<file path="config.mk">
export PLATFORM = sky130hd
export DESIGN_NAME = ttm_fifo
export DESIGN_NICKNAME = d
export VERILOG_FILES = /design/src/sv/ttm_pkg.sv /design/src/sv/ttm_fifo.sv
export VERILOG_INCLUDE_DIRS = /design/src /design/src/sv
export SDC_FILE = /design/constraint.sdc
export NUM_CORES = 1
export LEC_CHECK = 0
export BUFFER_PORTS_ARGS = -buffer_cell sky130_fd_sc_hd__buf_2
export CAP_MARGIN = 20
export CORE_ASPECT_RATIO = 0.5
export CORE_MARGIN = 2
export CORE_UTILIZATION = 55
export DETAILED_ROUTE_END_ITERATION = 8
export PLACE_DENSITY = 0.74
export SLEW_MARGIN = 5
export SYNTH_ARGS = -nofsm -noshare
export SYNTH_HDL_FRONTEND = slang
export SYNTH_SLANG_ARGS = --single-unit
</file>
<file path="constraint.sdc">
create_clock -name clk -period 6.6 [get_ports clk]
set_input_delay 0.66 -clock clk [delete_from_list [all_inputs] [get_ports clk]]
set_output_delay 0.66 -clock clk [all_outputs]
set_load 0.02 [all_outputs]
</file>
<file path="src/sv/tiled_texture_mask_modulator_unit_defines.svh">
// assertion macros for the texture mask modulator
`ifndef TILED_TEXTURE_MASK_MODULATOR_UNIT_DEFINES_SVH
`define TILED_TEXTURE_MASK_MODULATOR_UNIT_DEFINES_SVH
`ifndef SYNTHESIS
`define TTM_ASSERT(lbl, clk, rst_n, prop, msg) \
  lbl: assert property (@(posedge clk) disable iff (!rst_n) prop) else $error(msg);
`define TTM_ASSERT_ALWAYS(lbl, clk, prop, msg) \
  lbl: assert property (@(posedge clk) prop) else $error(msg);
`else
`define TTM_ASSERT(lbl, clk, rst_n, prop, msg)
`define TTM_ASSERT_ALWAYS(lbl, clk, prop, msg)
`endif
`endif

</file>
<file path="src/sv/ttm_pkg.sv">
`timescale 1ns / 1ps
// shared types, constants and register codes for the texture mask modulator
package ttm_pkg;

  localparam int TTM_TEX_MAX_W  = 256;
  localparam int TTM_TEX_MAX_H  = 256;
  localparam int TTM_RAW_ADDR_W = 18;
  localparam int TTM_CFG_IDX_W  = 3;
  localparam int TTM_CFG_DATA_W = 24;
  localparam int TTM_Q_DEPTH    = 4;
  localparam int TTM_Q_PTR_W    = $clog2(TTM_Q_DEPTH);
  localparam int TTM_Q_CNT_W    = $clog2(TTM_Q_DEPTH + 1);

  localparam logic [TTM_CFG_IDX_W-1:0] TTM_REG_BLEND     = 3'd0;
  localparam logic [TTM_CFG_IDX_W-1:0] TTM_REG_FLOOR     = 3'd1;
  localparam logic [TTM_CFG_IDX_W-1:0] TTM_REG_GAIN      = 3'd2;
  localparam logic [TTM_CFG_IDX_W-1:0] TTM_REG_STEP      = 3'd3;
  localparam logic [TTM_CFG_IDX_W-1:0] TTM_REG_WIDTH     = 3'd4;
  localparam logic [TTM_CFG_IDX_W-1:0] TTM_REG_HEIGHT    = 3'd5;
  localparam logic [TTM_CFG_IDX_W-1:0] TTM_REG_START_COL = 3'd6;
  localparam logic [TTM_CFG_IDX_W-1:0] TTM_REG_START_ROW = 3'd7;

  typedef struct packed {
    logic [16:0] blend;
    logic [15:0] tone_floor;
    logic [15:0] gain;
    logic [23:0] step;
    logic [8:0]  tex_width;
    logic [8:0]  tex_height;
    logic [23:0] start_col;
    logic [23:0] start_row;
  } ttm_cfg_t;

  localparam ttm_cfg_t TTM_CFG_RST = '{
    blend:      17'd0,
    tone_floor: 16'd0,
    gain:       16'd0,
    step:       24'd65536,
    tex_width:  9'd256,
    tex_height: 9'd256,
    start_col:  24'd0,
    start_row:  24'd0
  };

  typedef struct packed {
    logic        is_pix;
    logic [15:0] index;
    logic [7:0]  value;
    logic [15:0] mask;
    logic [23:0] col;
    logic [23:0] row;
  } ttm_entry_t;

  typedef struct packed {
    logic                      vld;
    logic                      wr;
    logic [TTM_RAW_ADDR_W-1:0] addr;
    logic [7:0]                data;
  } ttm_tex_req_t;

  typedef struct packed {
    logic       vld;
    logic [7:0] data;
  } ttm_tex_rsp_t;

  typedef enum logic [2:0] {
    TTM_B_IDLE,
    TTM_B_ISSUE,
    TTM_B_WAIT,
    TTM_B_LERP_X,
    TTM_B_LERP_Y,
    TTM_B_TONE_A,
    TTM_B_TONE_B,
    TTM_B_OUT
  } ttm_bstate_t;

endpackage

</file>
<file path="src/sv/ttm_fifo.sv">
`timescale 1ns / 1ps
// short queue between the front end and the back end
`include "tiled_texture_mask_modulator_unit_defines.svh"
module ttm_fifo (
  input  logic                clk,
  input  logic                rst_n,
  input  logic                push,
  input  ttm_pkg::ttm_entry_t wdata,
  output logic                full,
  input  logic                pop,
  output logic                valid,
  output ttm_pkg::ttm_entry_t rdata
);

  localparam int DEPTH = ttm_pkg::TTM_Q_DEPTH;
  localparam int PTR_W = ttm_pkg::TTM_Q_PTR_W;
  localparam int CNT_W = ttm_pkg::TTM_Q_CNT_W;

  ttm_pkg::ttm_entry_t mem_r [DEPTH];
  logic [PTR_W-1:0]    wr_ptr_r;
  logic [PTR_W-1:0]    rd_ptr_r;
  logic [CNT_W-1:0]    cnt_r;

  assign full  = (cnt_r == CNT_W'(DEPTH));
  assign valid = (cnt_r != '0);
  assign rdata = mem_r[rd_ptr_r];

  always_ff @(posedge clk) begin
    if (push) mem_r[wr_ptr_r] <= wdata;
  end

  always_ff @(posedge clk) begin
    if (!rst_n) begin
      wr_ptr_r <= '0;
      rd_ptr_r <= '0;
      cnt_r    <= '0;
    end else begin
      if (push) wr_ptr_r <= wr_ptr_r + 1'b1;
      if (pop) rd_ptr_r <= rd_ptr_r + 1'b1;
      cnt_r <= cnt_r + CNT_W'(push) - CNT_W'(pop);
    end
  end

  `TTM_ASSERT(a_q_pop_nonempty, clk, rst_n, pop |-> valid, "pop from empty queue")
  `TTM_ASSERT(a_q_count_up, clk, rst_n, (push && !pop) |=> (cnt_r == $past(cnt_r) + 1'b1), "queue count slip")

endmodule

</file>
# == Yosys cells after proc, flatten, opt, wreduce, memory -nomap -nowiden ==
# Memories as Yosys holds them, arrays and structs flattened. A register that Yosys moved wholly into a read port is not among the register bits.
# Cells that the tools add are included.
# Widths: inputs -> output; s select.
# totals
reg_bits,7
ramBits,356
inputBits,93
out_inout_bits,91
memories,1
# memory_table
memory,words,width,read_ports,rd_ports_with_merged_regs,wr,line_no,text
mem_r,4,89,1,1,1,ttm_fifo.sv:19,ttm_pkg::ttm_entry_t mem_r [DEPTH];
# classes
n_addsub,4
n_eq_ne,1
mux,4
n_reduce_logical,1
# op_table
operator,count
$add 2x1->2 const B,2
$mux 2,2
$add 3x1->3,1
$eq 3x3->1 const B,1
$reduce_bool 3->1,1
$sub 3x1->3,1
$mux 1,2

# == Depth between registers and ports, before layout ==
# Gate-level depths: netlist of the first run.
# depth
word_depth,3
mapped_depth,7
depth_no_buf,7

# == Least setup slack after synthesis of the first run ==
# No wires, ideal clock.
# synth_path
path_kind,input to register
from,in push
to,"mem mem_r[0][0] (netlist bit), enable pin"
arrival_ns,2.724
required_time_ns,6.143
slack_ns,3.419
path_stages,1
path_cell_list,and2_1
# synth_via
elab_chain_len,2
# synth_rtl
item,line_no,text
from (decl),ttm_fifo.sv:7,"input logic push,"
$mux 1,ttm_fifo.sv:29,if (push) mem_r[wr_ptr_r] <= wdata;
$mux 1 (implied by the code),ttm_fifo.sv:29,
to (decl),ttm_fifo.sv:19,
# Every way passes these cells.

==> results of run 1 <==
## cell usage after synthesis
library cell	number	area share (%)
a21bo_2	1	0.075
a21oi_1	1	0.038
and2_1	6	0.28
and3_1	1	0.047
buf_12	1	0.15
buf_2	10	0.38
buf_6	1	0.085
buf_8	1	0.11
clkbuf_1	7	0.20
dfxtp_1	9	1.4
edfxtp_1	356	81
fa_1	1	0.15
ha_1	6	0.57
inv_1	7	0.20
mux2i_1	1	0.075
mux4_2	89	15
nand3b_1	1	0.057
nor2_1	5	0.14
or3_1	1	0.047
xnor2_1	2	0.13
xor3_1	1	0.18
## flip-flops by register name, summed over array words and instances (netlist names), named ones only
name and count:
wr_ptr_r 2, rd_ptr_r 2, cnt_r 3, mem_r 356
## cell type report
cell class / count / area [um2]
Timing Repair Buffer: 190 / 968
Tap cell: 315 / 394
Sequential cell: 365 / 10900
Antenna cell: 2 / 5.00
Multi-Input combinational cell: 116 / 2250
Inverter: 7 / 26.3
Clock inverter: 19 / 156
Fill cell: 1591 / 8350
Clock buffer: 35 / 791
## routing by layer
metal / vias up / part of all wire, % / track usage, %
li1: 2580 / - / -
met1: 3092 / 41 / 24.3
met2: 121 / 53 / 32.0
met3: 35 / 4.3 / 3.97
met4: 2 / 1.9 / 4.80
met5: - / 0.047 / 0
## logic make-up after synthesis
group | Yosys count | share of synthesized area, %
compound gates | 2 | 0.113
xor+xnor | 3 | 0.311
fa+ha+maj | 7 | 0.717
buf+inv | 27 | 1.12
flops | 365 | 82.0
mux | 90 | 15.2
simple gates | 14 | 0.576
## how the worst max path moves through the flow
stage,slack (ns),end,start,cells after the start
after floorplan,3.42,mem_r[0][0],push,1
after global placement,3.51,rdata[29],flip-flop,3
after detailed placement,3.53,rdata[22],flip-flop,3
after CTS,2.93,rdata[22],flip-flop,3
after global routing,2.80,rdata[31],flip-flop,3
final,3.07,rdata[27],flip-flop,3
## critical path: stages (launching register included)
cell     delay [ns]
dfxtp_4        0.87
buf_4          0.60
mux4_2         0.60
buf_2          0.18
## cells in the final DEF, fill, tap and decap left out, types with 5 or more instances in the layout
master / netlist / final
buf_2: 10 / 183
buf_4: 0 / 7
clkbuf_16: 0 / 31
clkinv_1: 0 / 11
clkinv_2: 0 / 5
dfxtp_1: 9 / 7
edfxtp_1: 356 / 356
ha_1: 6 / 6
inv_1: 7 / 7
mux4_2: 89 / 89
nor2_1: 5 / 5
## report_power, final
| group | leakage (nW) | internal (mW) | switching, mW |
|---|---|---|---|
| Combinational | 1.39 | 0.219 | 0.301 |
| Clock | 0.466 | 0.966 | 0.758 |
| Sequential | 3.35 | 2.66 | 0.0443 |
| Total | 5.20 | 3.85 | 1.10 |
==> key figures, run 1 <==
STA
  • Slew Limit Fails: 0
  • Max Clock Skew: 0.00733 ns
  • Setup TNS: 0 ns
  • RSZ-0062 raised after global routing: no
  • Final Hold Fails: 0
  • Min Tclk post-route: 3.53 ns
  • Fmax: 283 MHz
  • Fin Hold WS: 0.318 ns
  • Final Setup Violations: 0
  • Relative slew margins: 33.6%
  • Worst Max-Slew Pin Slew: 0.997 ns
  • Setup ws final: 3.07 ns
  • Final period util: 53.4%

Power
  • Pleak: 5.20 nW
  • Total power draw: 4.95 mW
  • Power density over the cells: 320 nW/um2
  • Peak supply drop: 0.000192 V

Yosys
  • Post-synthesis sequential area ratio: 82.0%
  • Post-Syn Area: 13300 um2
  • Synthesized area per cell: 26.1 um2
  • Number of synthesis warnings: 0
  • Synthesis-stage register bit count: 365
  • Synth Net Count: 608
  • Netlist cell types: 21
  • Syn Inst Count: 508

GRT
  • GR Overflow Total: 0
  • Initial antenna violation count: 3
  • Pin count of the biggest net entering global routing: 67
  • First-pass GRT wire length: 35000 um
  • Gr usage total: 18.4%
  • Vias in the first global route: 6210

Clocking
  • Clock root buffer master: clkbuf_16
  • Post_cts resized: 0
  • Clk_lat worst skew: 0.55 ns
  • Max Root-Sink Buffers: 3
  • TritonCTS clock tree: built
  • Sinks on Clock Net: 365
  • Total CTS buffers: 30
  • Post-cts hold buffer count: 0
  • Post-CTS Setup Bufs: 0
  • H-tree depth: 1
  • Clock slew at reported path FFs: 0.06 ns

Layout
  • Nets: 810
  • Post-Layout Cell Count: 1049
  • Layout cells sized above 1: 44.4%
  • P&R area growth vs syn: 16.7%
  • Design area: 15500 um2
  • Post-layout util: 64.9%

Setup path
  • R2R cell count: 3
  • Crit path DAT: 2.87 ns
  • Worst Path Required: 5.94 ns
  • Crit path max fanout: 39
  • Worst R2R Setup Slack: 4.31 ns
  • Startpoint types: flip-flop
  • Crit end category: output pin
  • Critical path type: reg2out
  • FF-to-FF End: mem_r[1][3]
  • Reg-to-Reg Start: wr_ptr_r[0]

Place
  • Number of port buffers: 183
  • RD Place Congestion: 0.709
  • DP Cell Count: 993
  • DP Area: 14500 um2
  • DP Worst Slack: 3.53 ns
  • Final HPWL DP: 13800 um

Route
  • Final ANT Viol Nets: 0
  • Routed WL: 23200 um
  • Drt first-iter violations: 524
  • Wirelength per Cell: 22.1 um
  • Vias after detailed routing: 5830
  • Pre-antenna DRT Iters: 4
  • Post-DR vias/cell: 5.56
  • Drt drc: 0

Run
  • Max Cap Violations: 0

Die
  • Die area: 25400 um2
  • Num ports: 184
  • Initial Util: 55.7%
  • FP Rows: 40
  • Die width: 224 um
  • Core area: 23800 um2
  • Die H: 114 um

Worst hold path
  • Min-Delay Path Depth: 1
  • Hold_sp: wdata[34]
  • Hold Crit Class: in2reg
  • Min-Delay Endpoint: mem_r[0][34]

Outcome
  • Status: completed
Power figures use the tool's default switching activity.
==> run 2: changes to the inputs <==
--- a/config.mk
+++ b/config.mk
@@ -6,13 +6,14 @@
 export SDC_FILE = /design/constraint.sdc
 export NUM_CORES = 1
 export LEC_CHECK = 0
+export ABC_AREA = 1
 export BUFFER_PORTS_ARGS = -buffer_cell sky130_fd_sc_hd__buf_2
 export CAP_MARGIN = 20
 export CORE_ASPECT_RATIO = 0.5
 export CORE_MARGIN = 2
 export CORE_UTILIZATION = 55
 export DETAILED_ROUTE_END_ITERATION = 8
-export PLACE_DENSITY = 0.74
+export PLACE_DENSITY = 0.73
 export SLEW_MARGIN = 5
 export SYNTH_ARGS = -nofsm -noshare
 export SYNTH_HDL_FRONTEND = slang
==> constraint.sdc (replaced) <==
create_clock -name clk -period 3.4 [get_ports clk]
set_input_delay 0.34 -clock clk [delete_from_list [all_inputs] [get_ports clk]]
set_output_delay 0.34 -clock clk [all_outputs]
set_load 0.02 [all_outputs]
==> run 2 against run 1 <==
Effect of this change: non-clock buffer count increased by 82; worst hold slack worse by 0.30 ns; sequential power grew 93%; global-route usage grew 2.3 points; sequential cell count stayed put; total power up 93%; worst setup slack got worse by 2.3 ns; utilization up 2.5 points; cell count rose by 62%; count of clock-buffer cells in the layout increased by 5; critical path type unchanged; largest power group unchanged.
==> key figures, run 2 <==
Clocking
  • H-tree depth: 1 (unchanged)
  • Clk_lat worst skew: 0.56 ns (about the same)
  • Clock slew at reported path FFs: 0.07 ns (about the same)
  • Clock root buffer master: clkbuf_16
  • Post_cts resized: 0 (unchanged)
  • Total CTS buffers: 31 (+3.3%)
  • Max Root-Sink Buffers: 3 (unchanged)
  • TritonCTS clock tree: built
  • Sinks on Clock Net: 365 (unchanged)

Layout
  • Max FFs per register: 356 (unchanged)
  • Most common cell after layout, fill and taps aside: edfxtp_1
  • Reg with most FFs: mem_r
  • P&R area growth vs syn: 18.6%
  • Post-layout util: 67.4% (+2.5 points)
  • Most frequent cells in the layout: 356 x edfxtp_1, 189 x inv_1, 188 x nand2_1
  • Post-Layout Cell Count: 1704 (+62%)
  • Layout cells sized above 1: 17.4% (-27 points)
  • Nets: 1439 (+78%)
  • Antenna diodes: 0 (-2)
  • Top Registers: mem_r x356, cnt_r x3
  • Design area: 17200 um2 (+11%)

Route
  • Pre-antenna DRT Iters: 6 (+2)
  • Drt drc: 0 (unchanged)
  • Wirelength per Cell: 16.9 um (-24%)
  • Post-DR vias/cell: 5.21 (-6.3%)
  • Final ANT Viol Nets: 0 (unchanged)
  • Drt first-iter violations: 899 (+72%)
  • Vias after detailed routing: 8873 (+52%)
  • Routed WL: 28800 um (+24%)

STA
  • Setup TNS: 0 ns (unchanged)
  • Final Setup Violations: 0 (unchanged)
  • Slew Limit Fails: 0 (unchanged)
  • RSZ-0062 raised after global routing: no
  • Fin Hold WS: 0.0178 ns (-0.300 ns)
  • Final Hold Fails: 0 (unchanged)
  • Final period util: 77.7%
  • Max Clock Skew: 0.0241 ns (+0.0168 ns)
  • Relative slew margins: 52.1% (+19 points)
  • Min Tclk post-route: 2.64 ns
  • Worst Max-Slew Pin Slew: 0.718 ns (-0.279 ns)
  • Setup ws final: 0.757 ns (-2.32 ns)
  • Fmax: 378 MHz

Place
  • DP Worst Slack: 1.35 ns (-2.18 ns)
  • RD Place Congestion: 0.775 (+9.4%)
  • Number of port buffers: 183 (unchanged)
  • DP Area: 15600 um2 (+7.3%)
  • Final HPWL DP: 16600 um (+20%)
  • DP Cell Count: 1575 (+59%)

Run
  • Max Cap Violations: 0 (unchanged)

Power
  • Pleak: 6.73 nW (+29%)
  • Peak supply drop: 0.000411 V (+110%)
  • Total power draw: 9.55 mW (+93%)
  • Pint: 7.25 mW (+88%)
  • Power density over the cells: 554 nW/um2 (+73%)
  • Net Sw Power: 2.29 mW (+110%)
  • Comb power frac: 11.5% (+1.0 points)
  • Clock share of power: 33.7% (-1.1 points)
  • Register share of total power: 54.7% (about the same)
  • Net Sw Frac: 24.0% (+1.8 points)

Yosys
  • Netlist cell types: 17 (-19%)
  • Post-synth EDFFs: 356 (unchanged)
  • Post-synthesis sequential area ratio: 74.9% (-7.1 points)
  • Count leader, synth: edfxtp_1
  • Main synth FF type: edfxtp_1
  • Number of synthesis warnings: 0 (unchanged)
  • Async set-or-reset flop fraction in the synthesized netlist: 0% (unchanged)
  • Yosys top cell by area: edfxtp_1
  • Synth Net Count: 1194 (+96%)
  • Syn Inst Count: 1094 (+120%)
  • Synthesis-stage register bit count: 365 (unchanged)
  • Synth top cells by count: 356 x edfxtp_1, 193 x inv_1, 188 x nand2_1
  • Post-Syn Area: 14500 um2 (+9.5%)
  • Share of the synthesized area in the top cell type: 73.6% (-7.0 points)
  • Synthesized area per cell: 13.3 um2 (-49%)
  • Top cells by area, synth: edfxtp_1 74%, inv_1 5.0%, nand2_1 4.9%, o211ai_1 4.6%, a21oi_1 3.3%

GRT
  • Most used routing layer: met2
  • Vias in the first global route: 8699 (+40%)
  • GR Overflow Total: 0 (unchanged)
  • GR Util met3: 3.66% (-0.30 points)
  • Pin count of the biggest net entering global routing: 89 (+33%)
  • Met1 usage: 26.6% (+2.4 points)
  • First-pass GRT wire length: 45100 um (+29%)
  • M2 GR Usage: 36.4% (+4.4 points)
  • Initial antenna violation count: 1 (-2)
  • Gr usage total: 20.7% (+2.3 points)

Setup path
  • Crit end category: output pin
  • Crit path max fanout: 88 (+130%)
  • Worst Path Required: 3.06 ns (-2.88 ns)
  • R2R cell count: 5 (+2)
  • FF-to-FF End: mem_r[0][55]
  • Worst R2R Setup Slack: 1.40 ns (-2.91 ns)
  • Reg-to-Reg Start: wr_ptr_r[0]
  • Crit path DAT: 2.30 ns (-0.57 ns)
  • Startpoint types: flip-flop
  • Critical path type: reg2out

Die
  • Die H: 119 um (+4.5%)
  • FP Rows: 41 (+2.5%)
  • Die width: 234 um (+4.6%)
  • Num ports: 184 (unchanged)
  • Initial Util: 56.8% (+1.2 points)
  • Die area: 27800 um2 (+9.2%)
  • Core area: 25500 um2 (+7.2%)

Worst hold path
  • Min-Delay Path Depth: 1 (unchanged)
  • Hold_sp: wdata[65]
  • Min-Delay Endpoint: mem_r[3][65]
  • Hold Crit Class: in2reg

Outcome
  • Status: completed
[run 2: layout make-up]
type,instances,area (um2)
Sequential cell,365,10900
Fill cell,1745,8330
Multi-Input combinational cell,476,2430
Timing Repair Buffer,272,1860
Clock buffer,40,810
Inverter,193,734
Tap cell,344,430
Clock inverter,14,81.3
[run 2: worst max path at each step]
stage | start | endpoint | slack, ns | depth (start not counted)
2_1_floorplan | wr_ptr_r[0] | mem_r[2][0] | 0.65 | 4
3_3_place_gp | flip-flop | rdata[36] | 1.38 | 4
3_5_place_dp | flip-flop | rdata[36] | 1.35 | 4
4_1_cts | flip-flop | rdata[36] | 0.74 | 4
5_1_grt | flip-flop | rdata[41] | 0.58 | 5
6_report | flip-flop | rdata[41] | 0.76 | 5
[run 2: timing repair]
item / CTS / global route
hold buffers: 75 / 0
endpoints found under the hold margin: 291 / 0
buffers inserted: 0 / 0
[run 2: cell families (layout without fill, tap and decap cells)]
group | count (synthesis) | after routing | synth area share [%]
flip-flops | 365 | 365 | 74.9
AO/OA/AOI/OAI | 277 | 277 | 11.1
buffers and inverters | 253 | 519 | 8.41
AND/OR/NAND/NOR | 192 | 192 | 4.98
adder cells (fa/ha/maj) | 7 | 7 | 0.655
[run 2: critical path, cell delays in order, from the launching register on]
cell	delay (ns)
dfxtp_4	0.81
buf_12	0.39
a21oi_1	0.14
o21ai_1	0.13
nand2_1	0.07
buf_2	0.16
[run 2: metal layers]
metal	wire, um	vias up
met5	13	-
met4	739	2
met3	1340	50
met2	14700	202
met1	12000	4328
li1	-	4291
[run 2: power by group through the flow]
stage | Clock, mW | Sequential (mW) | Combinational [mW]
4_1_cts | 3.26 | 5.22 | 1.11
3_3_place_gp | 0 | 5.31 | 1.01
6_report | 3.22 | 5.22 | 1.10
3_5_place_dp | 0 | 5.32 | 1.03
5_1_grt | 3.45 | 5.24 | 1.21
2_1_floorplan | 0 | 5.29 | 0.709
==> run 3: changes to the inputs <==
--- a/config.mk
+++ b/config.mk
@@ -11,7 +11,7 @@
 export CAP_MARGIN = 20
 export CORE_ASPECT_RATIO = 0.5
 export CORE_MARGIN = 2
-export CORE_UTILIZATION = 55
+export CORE_UTILIZATION = 52
 export DETAILED_ROUTE_END_ITERATION = 8
 export PLACE_DENSITY = 0.73
 export SLEW_MARGIN = 5
==> constraint.sdc (replaced) <==
create_clock -name clk -period 2.39 [get_ports clk]
set_input_delay 0.239 -clock clk [delete_from_list [all_inputs] [get_ports clk]]
set_output_delay 0.239 -clock clk [all_outputs]
set_load 0.02 [all_outputs]
==> run 3 against run 2 <==
Effect of this change: sequential share of layout area shrank 1.5 points; cell count rose by 3.8%; via count increased by 1.4%; clock skew fell by 0.015 ns; non-clock buffer count grew 23; register-to-register slack worse by 0.85 ns.
==> key figures, run 3 (synthesis gave the netlist of run 2 again) <==
Setup path
  • CP peak stage delay: 0.55 ns (-0.26 ns)
  • Slowest stage cell, crit path: dfxtp_4
  • Crit path max fanout: 88 (unchanged)
  • Crit-path cells: buf_16 -> a21oi_1 -> o21ai_1 -> nand2_1 -> buf_2
  • Crit path DAT: 1.99 ns (-0.31 ns)
  • Critical path type: reg2out
  • Crit end category: output pin
  • Worst Path Required: 2.15 ns (-0.91 ns)
  • Startpoint types: flip-flop
  • R2R cell count: 5 (unchanged)

Clocking
  • Clk_lat worst skew: 0.57 ns (about the same)
  • Total CTS buffers: 31 (unchanged)
  • Clock slew at reported path FFs: 0.06 ns (about the same)
  • Clock root buffer master: clkbuf_16
  • Max Root-Sink Buffers: 3 (unchanged)
  • H-tree depth: 1 (unchanged)
  • TritonCTS clock tree: built
  • Sinks on Clock Net: 365 (unchanged)

Layout
  • P&R area growth vs syn: 21.4%
  • Most common cell after layout, fill and taps aside: edfxtp_1
  • Post-Layout Cell Count: 1768 (+3.8%)
  • Reg with most FFs: mem_r
  • Nets: 1462 (+1.6%)
  • Max FFs per register: 356 (unchanged)
  • Most frequent cells in the layout: 356 x edfxtp_1, 189 x inv_1, 188 x nand2_1
  • Fill count: 1971 (+13%)
  • Layout cells sized above 1: 18.0% (+0.55 points)
  • Top Registers: mem_r x356, cnt_r x3

STA
  • Final Hold Fails: 0 (unchanged)
  • Setup TNS: 0 ns (unchanged)
  • Final period util: 93.5%
  • Relative slew margins: 56.5% (+4.3 points)
  • Fmax: 448 MHz
  • Final Setup Violations: 0 (unchanged)
  • Min Tclk post-route: 2.23 ns
  • Slew Limit Fails: 0 (unchanged)
  • Worst Max-Slew Pin Slew: 0.653 ns (-0.0651 ns)
  • RSZ-0062 raised after global routing: no
  • Setup ws final: 0.156 ns (-0.601 ns)
  • Max Clock Skew: 0.00915 ns (-0.0150 ns)

Place
  • DP Cell Count: 1618 (+2.7%)
  • RD Place Congestion: 0.753 (-2.8%)
  • DP Worst Slack: 0.574 ns (-0.774 ns)
  • Final HPWL DP: 17100 um (+2.7%)
  • Number of port buffers: 183 (unchanged)

Power
  • Power density over the cells: 782 nW/um2 (+41%)
  • Pleak: 6.86 nW (+1.9%)
  • Peak supply drop: 0.000592 V (+44%)

Route
  • Drt drc: 0 (unchanged)
  • Routed WL: 29700 um (+3.3%)
  • Final ANT Viol Nets: 0 (unchanged)
  • Pre-antenna DRT Iters: 5 (-1)
  • Vias after detailed routing: 8998 (+1.4%)
  • Drt first-iter violations: 647 (-28%)
  • Post-DR vias/cell: 5.09 (-2.3%)
  • Wirelength per Cell: 16.8 um (-0.46%)

Outcome
  • Status: completed

Run
  • Max Cap Violations: 0 (unchanged)

GRT
  • Gr usage total: 20.1% (-0.64 points)
  • First-pass GRT wire length: 45700 um (+1.3%)
  • GR Overflow Total: 0 (unchanged)
  • Vias in the first global route: 9035 (+3.9%)
  • Initial antenna violation count: 0 (-1)
  • Pin count of the biggest net entering global routing: 89 (unchanged)

Die
  • Initial Util: 52.6% (-4.2 points)
  • Core area: 27600 um2 (+8.0%)
  • Die area: 29400 um2 (+5.6%)
  • Die H: 122 um (+2.8%)
  • Num ports: 184 (unchanged)
  • Die width: 240 um (+2.8%)
  • FP Rows: 43 (+4.9%)

Worst hold path
  • Min-Delay Path Depth: 3 (+2)
  • Hold Crit Class: in2reg
## run 3: cell types whose count changed in the layout (fill, tap and decap cells not counted), sizes merged
cell / delta
dlygate4sd3: +17
buf: +6
clkbuf: +4
clkinvlp: +4
clkinv: -3
inv: -3
diode: +1
## run 3: what timing repair did
action,CTS,global route
hold buffers,92,0
endpoints found under the setup margin,0,33
resized for setup,0,3
setup buffers,0,1
endpoints found under the hold margin,365,0
## run 3: metrics by stage
| stage | hold WS, ns | utilization (%) | instance area [um2] | power [mW] |
|---|---|---|---|---|
| after floorplan | 0.331 | - | 14500 | 8.53 |
| after global placement | 0.436 | 57.1 | 15800 | 9.02 |
| after detailed placement | 0.455 | 57.1 | 15800 | 9.08 |
| after CTS | 0.0173 | 63.8 | 17600 | 13.9 |
| after global routing | 0.0341 | 63.9 | 17600 | 14.3 |
| final | 0.0401 | 63.9 | 17600 | 13.8 |
## run 3: power breakdown
part	total, mW	internal (mW)	switching [mW]
sequential	7.41	7.32	0.0920
combinational	1.67	0.582	1.08
clock	4.72	2.55	2.16
## run 3: critical path, delay by kind of cell (launching register included)
family,cells,cell delay (ns)
flip-flops,1,0.55
AO/OA/AOI/OAI,2,0.23
AND/OR/NAND/NOR,1,0.09
buffers and inverters,2,0.51
## run 3: cell type report
class / instances / area (um2) / share of cell area [%]
inverter: 193 / 739 / 4.19
antenna: 1 / 2.50 / 0.0142
timing repair buffer: 295 / 2180 / 12.4
tap: 382 / 478 / 2.71
multi-input combinational: 476 / 2430 / 13.8
clock buffer: 44 / 845 / 4.79
sequential: 365 / 10900 / 61.7
clock inverter: 12 / 82.6 / 0.468
## run 3: routing by layer
metal / share of wire, % / GRT usage (%) / vias up / routed length [um]
met5: 0 / 0 / - / 0
met4: 3.3 / 7.65 / 0 / 968
met3: 3.5 / 3.54 / 61 / 1030
met2: 51 / 36.1 / 202 / 15300
met1: 42 / 24.4 / 4381 / 12400
li1: - / - / 4354 / -
## run 3: path summary, 6_finish.rpt
path	end	slack, ns	from
worst max register to register	mem_r[2][27]	0.55	wr_ptr_r[0]
worst min register to register	flip-flop	0.47	rd_ptr_r[1]
worst min-delay path	wr_ptr_r[1]	0.04	push
worst max-delay path	rdata[49]	0.16	flip-flop
